--- config.mk ---
export PLATFORM = sky130hd
export DESIGN_NAME = crc8_packet_framer
export DESIGN_NICKNAME = d
export VERILOG_FILES = /design/src/hw/rtl/crc8pf_pkg.sv /design/src/hw/rtl/crc8pf_intake.sv /design/src/hw/rtl/crc8pf_serializer.sv /design/src/hw/rtl/crc8_packet_framer.sv
export VERILOG_INCLUDE_DIRS = /design/src /design/src/hw/rtl
export SDC_FILE = /design/constraint.sdc
export NUM_CORES = 1
export LEC_CHECK = 0
export BUFFER_PORTS_ARGS = -buffer_cell sky130_fd_sc_hd__buf_2
export CAP_MARGIN = 10
export CORE_AREA = 2 2 114 116
export DETAILED_ROUTE_END_ITERATION = 10
export DIE_AREA = 0 0 116 118
export GPL_TIMING_DRIVEN = 0
export PLACE_DENSITY = 0.66
export REMOVE_ABC_BUFFERS = 1
export SLEW_MARGIN = 10
export SYNTH_ARGS = -nofsm -noshare
export SYNTH_HDL_FRONTEND = slang
export SYNTH_SLANG_ARGS = --single-unit
--- constraint.sdc ---
create_clock -name clk -period 4.1 [get_ports clk]
set_clock_uncertainty 0.1 [all_clocks]
set_input_delay 1.025 -clock clk [delete_from_list [all_inputs] [get_ports clk]]
set_output_delay 1.025 -clock clk [all_outputs]
set_load 0.005 [all_outputs]
--- src/hw/rtl/crc8_packet_framer_macros.svh ---
// Assertion macros for the CRC-8 packet framer
`ifndef CRC8_PACKET_FRAMER_MACROS_SVH
`define CRC8_PACKET_FRAMER_MACROS_SVH

// Same-cycle implication, disabled during reset
`define CRC8PF_ASSERT_NOW(label, clk, rst, ante, cons) \
  label: assert property (@(posedge clk) disable iff (rst) (ante) |-> (cons)) \
    else $error("crc8 framer check failed");

// Next-cycle implication, disabled during reset
`define CRC8PF_ASSERT_NEXT(label, clk, rst, ante, cons) \
  label: assert property (@(posedge clk) disable iff (rst) (ante) |=> (cons)) \
    else $error("crc8 framer check failed");

`endif

--- src/hw/rtl/crc8pf_pkg.sv ---
`timescale 1ns / 1ps
`default_nettype none
package crc8pf_pkg;

  localparam int unsigned BYTE_W     = 8;
  localparam int unsigned CFG_IDX_W  = 2;

  localparam logic [BYTE_W-1:0] CRC_INIT = 8'hFF;
  localparam logic [BYTE_W-1:0] CRC_POLY = 8'h31;

  localparam logic [BYTE_W-1:0] START_MARKER_RST = 8'hF1;
  localparam logic [BYTE_W-1:0] NODE_ADDRESS_RST = 8'h01;
  localparam logic [BYTE_W-1:0] END_MARKER_RST   = 8'hF2;

  localparam logic [CFG_IDX_W-1:0] CFG_START_MARKER = 2'd0;
  localparam logic [CFG_IDX_W-1:0] CFG_NODE_ADDRESS = 2'd1;
  localparam logic [CFG_IDX_W-1:0] CFG_END_MARKER   = 2'd2;

  typedef enum logic [2:0] {
    SLOT_START = 3'd0,
    SLOT_ADDR  = 3'd1,
    SLOT_LEN   = 3'd2,
    SLOT_DATA  = 3'd3,
    SLOT_CRC   = 3'd4,
    SLOT_END   = 3'd5
  } slot_t;

  typedef struct packed {
    logic [BYTE_W-1:0] start_marker;
    logic [BYTE_W-1:0] node_address;
    logic [BYTE_W-1:0] end_marker;
  } cfg_t;

  // One accepted payload byte with its framing decisions
  typedef struct packed {
    logic [BYTE_W-1:0] data;
    logic [BYTE_W-1:0] len;
    logic [BYTE_W-1:0] hdr_crc;
    logic              first;
    logic              last;
  } item_t;

  typedef struct packed {
    logic [BYTE_W-1:0] data;
    logic [BYTE_W-1:0] len;
    logic [BYTE_W-1:0] crc;
    logic              last;
  } burst_t;

  function automatic logic [BYTE_W-1:0] crc8_update(input logic [BYTE_W-1:0] crc,
                                                    input logic [BYTE_W-1:0] b);
    logic [BYTE_W-1:0] c;
    c = crc ^ b;
    for (int i = 0; i < BYTE_W; i++) begin
      if (c[BYTE_W-1]) begin
        c = {c[BYTE_W-2:0], 1'b0} ^ CRC_POLY;
      end else begin
        c = {c[BYTE_W-2:0], 1'b0};
      end
    end
    return c;
  endfunction

endpackage
`default_nettype wire

--- src/hw/rtl/crc8pf_intake.sv ---
`timescale 1ns / 1ps
`default_nettype none
module crc8pf_intake
  import crc8pf_pkg::*;
(
  input  wire logic              clk,
  input  wire logic              rst,
  input  wire logic              in_valid,
  output logic                   in_stall,
  input  wire logic [BYTE_W-1:0] payload_byte,
  input  wire logic [BYTE_W-1:0] frame_length,
  input  wire logic [BYTE_W-1:0] addr_crc,
  output logic                   item_valid,
  output item_t                  item,
  input  wire logic              item_take
);

  logic              in_frame;
  logic [BYTE_W-1:0] bytes_left;
  logic              in_take;
  logic [BYTE_W-1:0] len_eff;
  logic [BYTE_W-1:0] left_next;
  item_t             item_next;

  assign in_stall = item_valid && !item_take;
  assign in_take  = in_valid && !in_stall;

  always_comb begin
    len_eff   = (frame_length == '0) ? BYTE_W'(1) : frame_length;
    left_next = (in_frame ? bytes_left : len_eff) - BYTE_W'(1);
    item_next.data    = payload_byte;
    item_next.len     = len_eff;
    item_next.hdr_crc = crc8_update(addr_crc, len_eff);
    item_next.first   = !in_frame;
    item_next.last    = (left_next == '0);
  end

  always_ff @(posedge clk) begin
    if (rst) begin
      in_frame   <= 1'b0;
      bytes_left <= '0;
      item_valid <= 1'b0;
    end else begin
      if (in_take) begin
        in_frame   <= (left_next != '0);
        bytes_left <= left_next;
        item_valid <= 1'b1;
      end else if (item_take) begin
        item_valid <= 1'b0;
      end
    end
  end

  always_ff @(posedge clk) begin
    if (in_take) begin
      item <= item_next;
    end
  end

endmodule
`default_nettype wire

--- src/hw/rtl/crc8pf_serializer.sv ---
`timescale 1ns / 1ps
`default_nettype none
module crc8pf_serializer
  import crc8pf_pkg::*;
(
  input  wire logic              clk,
  input  wire logic              rst,
  input  wire cfg_t              cfg,
  input  wire logic              item_valid,
  input  wire item_t             item,
  output logic                   item_take,
  output logic                   out_valid,
  input  wire logic              out_stall,
  output logic [BYTE_W-1:0]      out_byte,
  output logic                   frame_done,
  output logic                   run_last
);

  burst_t            burst;
  slot_t             slot;
  logic [BYTE_W-1:0] crc_acc;
  logic [BYTE_W-1:0] crc_next;
  logic              out_take;

  assign out_take  = out_valid && !out_stall;
  assign run_last  = burst.last ? (slot == SLOT_END) : (slot == SLOT_DATA);
  assign item_take = item_valid && (!out_valid || (out_take && run_last));
  assign crc_next  = crc8_update(item.first ? item.hdr_crc : crc_acc, item.data);
  assign frame_done = (slot == SLOT_END);

  always_comb begin
    unique case (slot)
      SLOT_START: out_byte = cfg.start_marker;
      SLOT_ADDR:  out_byte = cfg.node_address;
      SLOT_LEN:   out_byte = burst.len;
      SLOT_DATA:  out_byte = burst.data;
      SLOT_CRC:   out_byte = burst.crc;
      SLOT_END:   out_byte = cfg.end_marker;
      default:    out_byte = burst.data;
    endcase
  end

  always_ff @(posedge clk) begin
    if (rst) begin
      out_valid <= 1'b0;
      slot      <= SLOT_DATA;
      crc_acc   <= CRC_INIT;
    end else begin
      if (item_take) begin
        out_valid <= 1'b1;
        slot      <= item.first ? SLOT_START : SLOT_DATA;
        crc_acc   <= item.last ? CRC_INIT : crc_next;
      end else if (out_take) begin
        if (run_last) begin
          out_valid <= 1'b0;
        end else begin
          slot <= slot_t'(slot + 3'd1);
        end
      end
    end
  end

  always_ff @(posedge clk) begin
    if (item_take) begin
      burst.data  <= item.data;
      burst.len   <= item.len;
      burst.crc   <= crc_next;
      burst.last  <= item.last;
    end
  end

endmodule
`default_nettype wire

--- src/hw/rtl/crc8_packet_framer.sv ---
`timescale 1ns / 1ps
`default_nettype none
// CRC-8 packet framer. Each frame goes out as start marker, node address, length,
// payload bytes, CRC-8 (poly 0x31, init 0xFF, MSB first, over address, length and
// payload) and end marker. The first payload byte of a frame carries the length
// (0 counts as 1) and yields four output beats, a middle byte one, the last byte
// three more (six for a one-byte frame). Output runs at one beat per cycle from
// the serializer while out_stall is low, so input bytes are taken at one per
// cycle inside a frame and wait out the extra header and trailer beats. Each item
// passes the intake and serializer registers. Write configuration only while idle.
module crc8_packet_framer
  import crc8pf_pkg::*;
(
  input  wire logic                 clk,
  input  wire logic                 rst,
  input  wire logic                 cfg_write,
  input  wire logic [CFG_IDX_W-1:0] cfg_index,
  input  wire logic [BYTE_W-1:0]    cfg_data,
  input  wire logic                 in_valid,
  output logic                      in_stall,
  input  wire logic [BYTE_W-1:0]    payload_byte,
  input  wire logic [BYTE_W-1:0]    frame_length,
  output logic                      out_valid,
  input  wire logic                 out_stall,
  output logic [BYTE_W-1:0]         out_byte,
  output logic                      frame_done,
  output logic                      run_last
);

`include "crc8_packet_framer_macros.svh"

  cfg_t              cfg;
  logic [BYTE_W-1:0] addr_crc;
  logic              item_valid;
  item_t             item;
  logic              item_take;

  // Keep the CRC of the address byte ready for the header
  always_ff @(posedge clk) begin
    if (rst) begin
      cfg.start_marker <= START_MARKER_RST;
      cfg.node_address <= NODE_ADDRESS_RST;
      cfg.end_marker   <= END_MARKER_RST;
      addr_crc         <= crc8_update(CRC_INIT, NODE_ADDRESS_RST);
    end else if (cfg_write) begin
      unique case (cfg_index)
        CFG_START_MARKER: cfg.start_marker <= cfg_data;
        CFG_NODE_ADDRESS: begin
          cfg.node_address <= cfg_data;
          addr_crc         <= crc8_update(CRC_INIT, cfg_data);
        end
        CFG_END_MARKER:   cfg.end_marker <= cfg_data;
        default: ;
      endcase
    end
  end

  crc8pf_intake u_intake (
    .clk          (clk),
    .rst          (rst),
    .in_valid     (in_valid),
    .in_stall     (in_stall),
    .payload_byte (payload_byte),
    .frame_length (frame_length),
    .addr_crc     (addr_crc),
    .item_valid   (item_valid),
    .item         (item),
    .item_take    (item_take)
  );

  crc8pf_serializer u_serializer (
    .clk        (clk),
    .rst        (rst),
    .cfg        (cfg),
    .item_valid (item_valid),
    .item       (item),
    .item_take  (item_take),
    .out_valid  (out_valid),
    .out_stall  (out_stall),
    .out_byte   (out_byte),
    .frame_done (frame_done),
    .run_last   (run_last)
  );

  `CRC8PF_ASSERT_NOW(a_done_is_last, clk, rst, out_valid && frame_done, run_last)
  `CRC8PF_ASSERT_NEXT(a_burst_no_gap, clk, rst, out_valid && !out_stall && !run_last, out_valid)
  `CRC8PF_ASSERT_NOW(a_stall_needs_burst, clk, rst, in_stall, out_valid && item_valid)

endmodule
`default_nettype wire

==> impl_metrics.yaml <==
clock_network:
  clock-sinks: 105
  clkTransAtPathRegs_ns: 0.06
  clock_path_buffers: 2
  cts_root_buf: "clkbuf_16"
  cts_tree: "done"
  numCtsBuffers: 9
  postCtsHoldBufs: 0
  post_cts_buffers: 0
  clkLatencyLatePin_ns: 0.34
  cts_htree_levels: 3
  ctsResizeCount: 0
drt:
  routed_wl_um: 11300
  avgViaCountPerCell: 5.33
  post-route-drc-count: 0
  dr.pass1.iters: 5
  avgRoutedWirePerCell_um: 17.1
  drtIter0Drc: 293
  final_antenna_net_count: 0
  vias: 3523
place:
  portBuffers: 42
  place.gp.congestion: 0.843
  dp_hpwl_um: 7990
  placed_area_mm2: 0.00519
status:
  outcome: "finished, final reports clean"
yosys:
  synthTopCellsByArea: "edfxtp_1 31%, dfxtp_1 22%, xnor2_1 6.5%"
  synth_edf_count: 51
  ys_ff_latch: 105
  synthArstFlopShare_pct: 0
  syn_area_per_cell_um2: 10.6
  synth_area_leader_cell: "edfxtp_1"
  syn_inst: 460
  dominantRegCellSynth: "dfxtp_1"
  synth.top_cell.area_share_pct: 31.5
  syn-cell-area_mm2: 0.00487
  yosysUniqueCellTypes: 51
  yosysSeqAreaShare_pct: 53.7
  yosysWarnings: 0
grt:
  antenna_found_initial: 0
  grt_pass1_vias: 3423
  track_usage_pct: 17.1
  grt_pass1_wl_um: 17900
  grt_overflow: 0
  grt_start_max_net_pins: 42
floorplanning:
  row_count: 41
  start_util_pct: 39.2
  die_y_um: 118
  die_x_um: 116
  num_io_pins: 43
  core_area_mm2: 0.0124
  dieArea_mm2: 0.0137
worst_setup_path:
  endpoint_kind: "primary output"
  cp-start-kind: "flop"
  reg2reg_from: "u_serializer.slot[1]$_SDFFE_PP1P_"
  r2r_setup_slack_ns: 0.71
  worst_ep_arrival_time_ns: 2.68
  crit_fanout: 17
  crit_end: "out_byte[7]"
  crit_start: "u_serializer.slot[0]$_SDFFE_PP1P_"
  r2r_end: "u_intake.bytes_left[3]$_SDFFE_PP0P_"
  critPathRequiredTime_ns: 2.97
  ff2ff_path_depth: 9
  crit_type: "reg -> out"
power:
  p_leak_nw: 2.04
  power_mw: 2.81
  p_per_area_mw_per_mm2: 510
  seq_power_share_pct: 46.5
  pwr-share-comb_pct: 21.5
  switchingPower_uw: 772
  vdd_ir_drop_max_v: 0.000233
  clock_power_share_pct: 32.0
  internal-power_mw: 2.04
  switching_share_pct: 27.5
sta:
  timing.fmax_mhz: 263
  period_needed_ns: 3.80
  final-setup-viol-count: 0
  tightest_slew_ns: 0.957
  setup_tns_ns: 0
  max_slew_margin_pct: 35.8
  period_share_pct: 92.8
  slew_violations: 0
  hold_viol: 0
  rsz0062_at_grt: "false"
cells_and_area:
  fin_util_pct: 44.4
  syn2layout_area_growth_pct: 13.1
  nets: 522
  layout-drive-gt1-share_pct: 14.3
  antennaDiodeCount: 0
  fill_cells: 1189
  fin_area_mm2: 0.00551
  final_cell_mix: "54 x nand2_1, 54 x dfxtp_1, 51 x edfxtp_1, 42 x buf_2, 36 x xnor2_1"
min_path:
  worstHoldStart: "u_intake.item[16]$_DFFE_PP_"
  hold_class: "reg -> reg"
flow_run:
  maxCapViolations: 0
[cells by family after synthesis]
family	synth area share, %
buffers and inverters	3.73
xor gates and xnor gates	11.4
and+or+nand+nor	11.0
muxes	4.60
DFF	53.7
adders and majority gates	1.80
AOI/OAI and AO/OA	13.8
[power groups by stage]
stage,logic (mW),clock network [mW],registers (mW)
global placement,0.583,0,1.32
floorplan,0.437,0,1.30
finish,0.604,0.899,1.30
detailed placement,0.604,0,1.33
CTS,0.607,0.911,1.30
global route,0.660,0.954,1.31
[flip-flops by register name, summed over array words and instances, names as in the netlist]
register	cells
u_intake.item_valid	1
u_serializer.slot	3
u_intake.item	26
u_intake.bytes_left	8
u_serializer.out_valid	1
cfg	24
u_serializer.burst	25
addr_crc	8
u_serializer.crc_acc	8
u_intake.in_frame	1
[area by class of cell]
class                           instances  area, µm²  area share, %
Tap cell                              172        215           3.91
Clock inverter                          6       83.8           1.52
Sequential cell                       105       2610           47.4
Inverter                               15       56.3           1.02
Multi-Input combinational cell        310       2080           37.8
Timing Repair Buffer                   43        230           4.18
Clock buffer                           10        229           4.16
[per-stage QoR]
stage	hold WS, ns	std cells	setup WS, ns
after global placement	0.305	644	0.378
final	0.320	661	0.296
after global routing	0.330	661	0.0875
after detailed placement	0.305	645	0.665
after CTS	0.320	661	0.292
after floorplan	0.300	430	1.20
[per-layer routing]
layer	GRT usage, %	wire [µm]	vias to the layer above
met2	27.3	5390	132
met5	0	0	-
met4	4.39	136	0
met1	23.2	5000	1693
met3	4.12	789	13
li1	-	-	1685
[Yosys cell counts (2+ instances only)]
cell type,number
and3_1,2
nand2b_1,3
xor2_1,19
a21o_1,2
nor3_1,10
or2_2,2
a211o_1,2
clkbuf_1,21
nor2b_1,2
o211ai_1,7
a31oi_1,3
nand2_1,54
mux2i_1,19
nand3_1,11
o21ai_0,16
xnor2_1,36
buf_2,4
nand4_1,2
inv_1,13
a222oi_1,8
a22oi_1,9
ha_1,7
a211oi_1,6
and2_1,3
nor2_1,28
xnor2_2,3
a21oi_1,32
dfxtp_1,54
buf_1,4
o32a_1,3
inv_2,2
edfxtp_1,51
o22ai_1,4
[worst min path at each step]
| stage | end | slack [ns] | cells after the start |
|---|---|---|---|
| finish | u_serializer.burst[15]$_DFFE_PP_ | 0.32 | 0 |
| global route | u_serializer.burst[16]$_DFFE_PP_ | 0.33 | 0 |
| CTS | u_serializer.burst[15]$_DFFE_PP_ | 0.32 | 0 |
| detailed placement | u_serializer.burst[11]$_DFFE_PP_ | 0.30 | 0 |
| global placement | u_serializer.burst[11]$_DFFE_PP_ | 0.30 | 0 |
| floorplan | u_serializer.burst[10]$_DFFE_PP_ | 0.30 | 0 |
[critical path: stages, from the launching register on]
cell      delay (ns)
dfxtp_1         0.38
inv_1           0.10
ha_1            0.44
a211oi_1        0.89
a21oi_1         0.21
o21ai_0         0.16
buf_2           0.16
Power figures use the tool's default switching activity.
